### src/sv/scic_pkg.sv
// shared types and constants for the scanline irq counter
package scic_pkg;

    typedef enum logic [1:0] {
        FN_CPU_WRITE = 2'd0,
        FN_CPU_READ  = 2'd1,
        FN_VID_READ  = 2'd2,
        FN_VID_WRITE = 2'd3
    } t_func;

    localparam logic [15:0] ADDR_TARGET    = 16'h5203;
    localparam logic [15:0] ADDR_STATUS    = 16'h5204;
    localparam logic [15:0] ADDR_PROD_LO   = 16'h5205;
    localparam logic [15:0] ADDR_PROD_HI   = 16'h5206;
    localparam logic [15:0] ATTR_BASE      = 16'h23C0;
    localparam logic [15:0] FOLD_MASK      = 16'h2FFF;
    localparam logic [15:0] FOLD_LIMIT     = 16'h3000;
    localparam logic [7:0]  FRAME_MASK     = 8'h18;
    localparam logic [7:0]  STAT_IN_FRAME  = 8'h40;
    localparam logic [7:0]  STAT_PENDING   = 8'h80;
    localparam logic [1:0]  REPEAT_MAX     = 2'd3;
    localparam logic [1:0]  REPEAT_FIRST   = 2'd1;
    localparam logic [2:0]  PPU_REG_LOW    = 3'd1;
    localparam logic [2:0]  PPU_WIN_HIGH   = 3'b001;

    typedef struct packed {
        t_func       func;
        logic [15:0] address;
        logic [7:0]  data;
        logic        rendering;
    } t_item;

    typedef struct packed {
        logic [7:0] read_data;
        logic       irq;
    } t_result;

endpackage

### src/sv/scic_mult.sv
// 8x8 unsigned multiplier for the product read-back registers
module scic_mult (
    input  logic [7:0]  i_factor_a,
    input  logic [7:0]  i_factor_b,
    output logic [15:0] o_product
);

    assign o_product = {8'd0, i_factor_a} * {8'd0, i_factor_b};

endmodule

### src/sv/scic_state.sv
// mapper state registers and per-beat next-state and result logic
module scic_state (
    input  logic              i_clk,
    input  logic              i_rst_n,
    input  logic              i_step,
    input  scic_pkg::t_item   i_item,
    output scic_pkg::t_result o_result
);

    logic [7:0]  r_target_line, n_target_line;
    logic        r_irq_enable, n_irq_enable;
    logic        r_in_frame, n_in_frame;
    logic        r_pending, n_pending;
    logic [7:0]  r_line_counter, n_line_counter;
    logic [13:0] r_prev_video_addr, n_prev_video_addr;
    logic [1:0]  r_repeat_count, n_repeat_count;
    logic        r_irq_line, n_irq_line;
    logic [7:0]  r_factor_a, n_factor_a;
    logic [7:0]  r_factor_b, n_factor_b;

    logic [15:0] product;
    logic [15:0] folded;
    logic [13:0] video_addr;
    logic        below_attr;
    logic [1:0]  step_repeat;
    logic        step_en;
    logic [7:0]  read_data;

    scic_mult u_mult (
        .i_factor_a (r_factor_a),
        .i_factor_b (r_factor_b),
        .o_product  (product)
    );

    assign folded     = (i_item.address >= scic_pkg::FOLD_LIMIT)
                        ? (i_item.address & scic_pkg::FOLD_MASK) : i_item.address;
    assign video_addr = folded[13:0];
    assign below_attr = (({2'b00, video_addr} & scic_pkg::FOLD_MASK) < scic_pkg::ATTR_BASE);

    always_comb begin
        n_target_line     = r_target_line;
        n_irq_enable      = r_irq_enable;
        n_in_frame        = r_in_frame;
        n_pending         = r_pending;
        n_line_counter    = r_line_counter;
        n_prev_video_addr = r_prev_video_addr;
        n_repeat_count    = r_repeat_count;
        n_irq_line        = r_irq_line;
        n_factor_a        = r_factor_a;
        n_factor_b        = r_factor_b;
        read_data         = 8'd0;
        step_en           = 1'b0;
        step_repeat       = r_repeat_count;

        unique case (i_item.func)
            scic_pkg::FN_CPU_WRITE: begin
                if (i_item.address[15:13] == scic_pkg::PPU_WIN_HIGH &&
                    i_item.address[2:0] == scic_pkg::PPU_REG_LOW &&
                    (i_item.data & scic_pkg::FRAME_MASK) == 8'd0) begin
                    n_in_frame = 1'b0;
                end
                if (i_item.address == scic_pkg::ADDR_TARGET) begin
                    n_target_line = i_item.data;
                end
                if (i_item.address == scic_pkg::ADDR_STATUS) begin
                    n_irq_enable = i_item.data[7];
                end
                if (i_item.address == scic_pkg::ADDR_PROD_LO) begin
                    n_factor_a = i_item.data;
                end
                if (i_item.address == scic_pkg::ADDR_PROD_HI) begin
                    n_factor_b = i_item.data;
                end
            end
            scic_pkg::FN_CPU_READ: begin
                if (i_item.address == scic_pkg::ADDR_STATUS) begin
                    read_data  = (r_pending ? scic_pkg::STAT_PENDING : 8'd0)
                               | (r_in_frame ? scic_pkg::STAT_IN_FRAME : 8'd0);
                    n_pending  = 1'b0;
                    n_irq_line = 1'b0;
                end else if (i_item.address == scic_pkg::ADDR_PROD_LO) begin
                    read_data = product[7:0];
                end else if (i_item.address == scic_pkg::ADDR_PROD_HI) begin
                    read_data = product[15:8];
                end
            end
            scic_pkg::FN_VID_READ: begin
                if (r_in_frame && below_attr && video_addr == r_prev_video_addr) begin
                    n_repeat_count = (r_repeat_count == scic_pkg::REPEAT_MAX)
                                     ? scic_pkg::REPEAT_MAX : r_repeat_count + 2'd1;
                end else begin
                    n_repeat_count = 2'd0;
                end
                n_prev_video_addr = video_addr;
                step_repeat       = n_repeat_count;
                step_en           = 1'b1;
            end
            scic_pkg::FN_VID_WRITE: begin
                step_en = 1'b1;
            end
            default: begin
                step_en = 1'b0;
            end
        endcase

        // scanline counter step
        if (step_en) begin
            if (r_irq_enable && r_pending) begin
                n_irq_line = 1'b1;
            end
            n_in_frame = i_item.rendering;
            if (!i_item.rendering) begin
                n_line_counter = 8'd0;
            end else if (step_repeat == scic_pkg::REPEAT_FIRST) begin
                if (r_target_line == r_line_counter) begin
                    n_pending = 1'b1;
                end
                n_line_counter = r_line_counter + 8'd1;
            end
        end
    end

    assign o_result.read_data = read_data;
    assign o_result.irq       = n_irq_line;

    always_ff @(posedge i_clk) begin
        if (!i_rst_n) begin
            r_target_line     <= 8'd0;
            r_irq_enable      <= 1'b0;
            r_in_frame        <= 1'b0;
            r_pending         <= 1'b0;
            r_line_counter    <= 8'd0;
            r_prev_video_addr <= 14'd0;
            r_repeat_count    <= 2'd0;
            r_irq_line        <= 1'b0;
            r_factor_a        <= 8'd0;
            r_factor_b        <= 8'd0;
        end else if (i_step) begin
            r_target_line     <= n_target_line;
            r_irq_enable      <= n_irq_enable;
            r_in_frame        <= n_in_frame;
            r_pending         <= n_pending;
            r_line_counter    <= n_line_counter;
            r_prev_video_addr <= n_prev_video_addr;
            r_repeat_count    <= n_repeat_count;
            r_irq_line        <= n_irq_line;
            r_factor_a        <= n_factor_a;
            r_factor_b        <= n_factor_b;
        end
    end

    a_status_clears: assert property (@(posedge i_clk) disable iff (!i_rst_n)
        i_step && i_item.func == scic_pkg::FN_CPU_READ &&
        i_item.address == scic_pkg::ADDR_STATUS |=> !r_pending && !r_irq_line)
        else $error("status read did not clear pending and irq");

    a_irq_needs_enable: assert property (@(posedge i_clk) disable iff (!i_rst_n)
        $rose(r_irq_line) |-> $past(r_irq_enable) && $past(r_pending))
        else $error("irq rose without enable and pending");

    a_out_of_frame_clear: assert property (@(posedge i_clk) disable iff (!i_rst_n)
        i_step && !i_item.rendering &&
        (i_item.func == scic_pkg::FN_VID_READ || i_item.func == scic_pkg::FN_VID_WRITE)
        |=> r_line_counter == 8'd0 && !r_in_frame)
        else $error("line counter not cleared out of frame");

endmodule

### src/sv/scanline_irq_counter_multiplier_top.sv
// top level: input beat register, mapper state and result register
// Each bus access is one beat: it is registered at the input, evaluated
// against the mapper state by one pass of logic (the 8x8 product is formed
// from the stored factors in that same pass) and lands in the result
// register, so one access per cycle is taken while the result side does not
// stall. The input stalls only while both the input and result registers
// are full and the result side stalls.
module scanline_irq_counter_multiplier_top (
    input  logic        i_clk,
    input  logic        i_rst_n,
    input  logic        i_in_valid,
    output logic        o_in_stall,
    input  logic [1:0]  i_func,
    input  logic [15:0] i_address,
    input  logic [7:0]  i_data,
    input  logic        i_rendering,
    output logic        o_out_valid,
    input  logic        i_out_stall,
    output logic [7:0]  o_read_data,
    output logic        o_irq
);

    logic              r_in_valid;
    scic_pkg::t_item   r_item;
    logic              r_out_valid;
    scic_pkg::t_result r_result;
    scic_pkg::t_result result;
    logic              advance;
    logic              accept;

    assign advance    = r_in_valid && (!r_out_valid || !i_out_stall);
    assign o_in_stall = r_in_valid && r_out_valid && i_out_stall;
    assign accept     = i_in_valid && !o_in_stall;

    scic_state u_state (
        .i_clk    (i_clk),
        .i_rst_n  (i_rst_n),
        .i_step   (advance),
        .i_item   (r_item),
        .o_result (result)
    );

    always_ff @(posedge i_clk) begin
        if (!i_rst_n) begin
            r_in_valid <= 1'b0;
        end else if (accept) begin
            r_in_valid <= 1'b1;
        end else if (advance) begin
            r_in_valid <= 1'b0;
        end
    end

    always_ff @(posedge i_clk) begin
        if (accept) begin
            r_item.func      <= scic_pkg::t_func'(i_func);
            r_item.address   <= i_address;
            r_item.data      <= i_data;
            r_item.rendering <= i_rendering;
        end
    end

    always_ff @(posedge i_clk) begin
        if (!i_rst_n) begin
            r_out_valid <= 1'b0;
        end else if (advance) begin
            r_out_valid <= 1'b1;
        end else if (!i_out_stall) begin
            r_out_valid <= 1'b0;
        end
    end

    always_ff @(posedge i_clk) begin
        if (advance) begin
            r_result <= result;
        end
    end

    assign o_out_valid = r_out_valid;
    assign o_read_data = r_result.read_data;
    assign o_irq       = r_result.irq;

endmodule
### config.mk
export PLATFORM = sky130hd
export DESIGN_NAME = scanline_irq_counter_multiplier_top
export DESIGN_NICKNAME = d
export VERILOG_FILES = /design/src/sv/scic_pkg.sv /design/src/sv/scic_mult.sv /design/src/sv/scic_state.sv /design/src/sv/scanline_irq_counter_multiplier_top.sv
export SDC_FILE = /design/constraint.sdc
export NUM_CORES = 1
export LEC_CHECK = 0
export ABC_AREA = 1
export BUFFER_PORTS_ARGS = -buffer_cell sky130_fd_sc_hd__buf_2
export CORE_MARGIN = 3
export CORE_UTILIZATION = 55
export DETAILED_ROUTE_END_ITERATION = 16
export PLACE_DENSITY = 0.7
export SLEW_MARGIN = 20
export SYNTH_ARGS = -nofsm -noshare
export SYNTH_HDL_FRONTEND = slang
export SYNTH_SLANG_ARGS = --single-unit
### constraint.sdc
create_clock -name i_clk -period 8.6 [get_ports i_clk]
set_input_delay 1.29 -clock i_clk [delete_from_list [all_inputs] [get_ports i_clk]]
set_output_delay 1.29 -clock i_clk [all_outputs]
set_load 0.005 [all_outputs]
==> insert_results.sql <==
INSERT INTO impl_metrics (metric_group, metric, value, unit) VALUES
('synthesis', 'post-synth-top-area-fraction', '17.3', '%'),
('sta', 'post_route_fraction_of_the_period_consumed_by_the_critical_path', '53.4', '%'),
('setup_path', 'regToRegSetupSlack', '4.00', 'ns'),
('sta', 'skew', '0.00944', 'ns'),
('floorplan', 'io-pin-count', '42', ''),
('clock_network', 'tritoncts.num_buffers', '9', ''),
('setup_path', 'crit_arrival', '4.68', 'ns'),
('place', 'detailed_place_hpwl', '10800', 'um'),
('clock_network', 'clock-root-buffer', 'clkbuf_16', ''),
('floorplan', 'die-area', '0.0126', 'sq mm'),
('cells_and_area', 'layout_common_cells', 'nand2_1, inv_1, a21oi_1', ''),
('sta', 'period_needed', '4.60', 'ns'),
('cells_and_area', 'layout.nets', '915', ''),
('cells_and_area', 'final_util', '62.0', '%'),
('power', 'power_density', '134', 'mW/mm^2'),
('place', 'post_dp_cell_area', '0.00649', 'sq mm'),
('sta', 'setup_total_negative_slack', '0', 'ns'),
('global_route', 'initial_antenna_violation_count', '0', ''),
('synthesis', 'total_standard_cell_area_after_synthesis', '0.00623', 'sq mm'),
('cells_and_area', 'final_area', '0.00678', 'sq mm'),
('global_route', 'grt_max_degree', '37', ''),
('cells_and_area', 'antennaDiodeCount', '0', ''),
('setup_path', 'critPathKind', 'reg -> reg', ''),
('setup_path', 'crit_path_top_delay_cell', 'fa_1', ''),
('setup_path', 'cp-startpoint', 'u_state.r_factor_a[0]', ''),
('clock_network', 'cts_setup_buffers', '0', ''),
('setup_path', 'worstPathRequired', '8.68', 'ns'),
('synthesis', 'synth_adder_area_share', '19.0', '%'),
('synthesis', 'synth_fp_nets', '890', ''),
('clock_network', 'htree_levels', '3', ''),
('power', 'leakage', '3.46', 'nW'),
('sta', 'max_slew.worst_pin.slew', '1.00', 'ns'),
('cells_and_area', 'num-fill-cells', '962', ''),
('synthesis', 'yosysWarningCount', '0', ''),
('setup_path', 'worst_setup_path_start_kind', 'flop', ''),
('setup_path', 'worst_r2r_endpoint', 'o_read_data[2]', ''),
('setup_path', 'critPathMaxStageDelay', '0.55', 'ns'),
('cells_and_area', 'drive_above_1_share', '12.4', '%'),
('clock_network', 'clock_sinks', '90', ''),
('floorplan', 'initial_core_util', '57.0', '%'),
('setup_path', 'timing.critical_path.cells', 'nand2_1 > fa_1 > fa_1 > inv_1 > fa_1 > inv_1 > fa_1 > inv_1 > ha_1 > a21oi_1 > o21ai_0 > a21oi_1 > inv_1 > or2_2 > nand3_1 > a21oi_1', ''),
('detailed_routing', 'dr_total_vias', '4982', ''),
('clock_network', 'later_pin_clock_latency_in_the_skew_report', '0.34', 'ns'),
('clock_network', 'ctsLongestPathBuffers', '2', ''),
('sta', 'setup_viol_count_final', '0', ''),
('global_route', 'gr_util_all_layers', '23.2', '%'),
('cells_and_area', 'sequential_cell_area', '0.00216', 'sq mm'),
('sta', 'max_freq', '0.218', 'GHz'),
('worst_hold_path', 'timing.hold.worst.start', 'u_state.r_irq_line', ''),
('clock_network', 'cts_tree', 'yes', ''),
('synthesis', 'synth_simple_gate_area_share', '22.3', '%'),
('clock_network', 'postCtsResizedCells', '0', ''),
('detailed_routing', 'detail_route.drc_violations', '0', ''),
('detailed_routing', 'drt_first_pass_iters', '5', ''),
('cells_and_area', 'syn_to_final_growth', '8.79', '%'),
('cells_and_area', 'final_common_cell', 'nand2_1', ''),
('power', 'max-vdd-ir-drop', '133', 'uV'),
('synthesis', 'fraction_of_synthesized_cell_area_in_xor_and_xnor_cells', '1.97', '%'),
('floorplan', 'std_cell_rows', '38', ''),
('detailed_routing', 'route.final.wire_length', '13700', 'um'),
('floorplan', 'fp.dieW', '112', 'um'),
('setup_path', 'critical_path.reg2reg.startpoint', 'u_state.r_factor_a[0]', ''),
('synthesis', 'synth_compound_gate_area_share', '10.1', '%'),
('synthesis', 'synthesis.area_per_instance', '7.93', 'sq um'),
('detailed_routing', 'post_drt_wl_per_cell', '14.3', 'um'),
('status', 'outcome', 'completed', ''),
('run', 'count_of_max_cap_constraint_violations', '0', ''),
('sta', 'slew_viol_final', '0', ''),
('cells_and_area', 'multi_input_gate_area', '0.00333', 'sq mm'),
('setup_path', 'worst_r2r_path_depth', '16', ''),
('floorplan', 'dieHeight', '112', 'um');
[where the power goes]
part / internal (mW) / total [mW] / switching (mW)
Combinational: 0.0177 / 0.0545 / 0.0369
Sequential: 0.458 / 0.468 / 0.0103
Clock: 0.225 / 0.386 / 0.161
Total: 0.701 / 0.908 / 0.208
[state kept, by name, summed over array words and instances, names as in the netlist, 2 cells and up]
name	flops
r_item	27
u_state.r_prev_video_addr	14
o_read_data	8
u_state.r_factor_a	8
u_state.r_factor_b	8
u_state.r_line_counter	8
u_state.r_target_line	8
u_state.r_repeat_count	2
[critical path, delay by kind of cell (launching register included)]
family / cells / cell delay [ns]
fa+ha+maj: 5 / 2.48
flops: 1 / 0.52
compound gates: 4 / 0.63
buf+inv: 4 / 0.21
simple gates: 3 / 0.50
[Yosys cell counts, drive strengths merged]
master / number
a21boi: 1
edfxtp: 36
nor4: 2
nor3: 7
or2: 6
o21ai: 49
nand4: 12
xor2: 5
nor2: 49
o21bai: 1
dfxtp: 54
a21o: 1
a21oi: 67
fa: 36
o211ai: 1
xnor2: 9
inv: 164
nand2: 177
ha: 37
buf: 6
nand3b: 2
nand3: 41
clkbuf: 21
clkinv: 2
[metrics by stage]
step | worst slack [ns] | power, mW | instances
3_3_place_gp | 4.14 | 0.530 | 940
5_1_grt | 3.74 | 0.940 | 956
2_1_floorplan | 4.31 | 0.511 | 786
6_report | 4.00 | 0.908 | 956
3_5_place_dp | 4.03 | 0.532 | 940
4_1_cts | 4.02 | 0.915 | 956
[routing by layer]
layer  up-vias  global-route usage [%]  routed length, um
met5         -                       0                  0
met4         0                    10.0                521
met3        38                    3.34                483
met2       125                    40.9               6750
met1      2313                    28.3               5960
li1       2506                       -                  -
[area by class of cell]
class                   count  area share, %
clock buffers              11           3.43
clock inverters             5          0.812
inverters                 166           9.19
multi-input cells         503           49.1
flip-flops and latches     90           31.9
well taps                 140           2.58
repair buffers             41           3.03
[worst min path at each step]
| stage | slack, ns | cells past startpoint | end |
|---|---|---|---|
| floorplan | 0.44 | 2 | u_state.r_irq_line |
| global placement | 0.45 | 2 | u_state.r_irq_line |
| detailed placement | 0.46 | 2 | u_state.r_irq_line |
| CTS | 0.47 | 2 | u_state.r_irq_line |
| global route | 0.50 | 2 | u_state.r_irq_line |
| finish | 0.47 | 2 | u_state.r_irq_line |
[cells by family (layout without fill, tap and decap cells)]
logic type	Yosys count	count (layout)
AOI/OAI and AO/OA	120	120
adders and majority gates	73	73
DFF	90	90
and+or+nand+nor	296	296
xor gates and xnor gates	14	14
buffers and inverters	193	223
No activity file was read; power rests on OpenSTA's default activity.
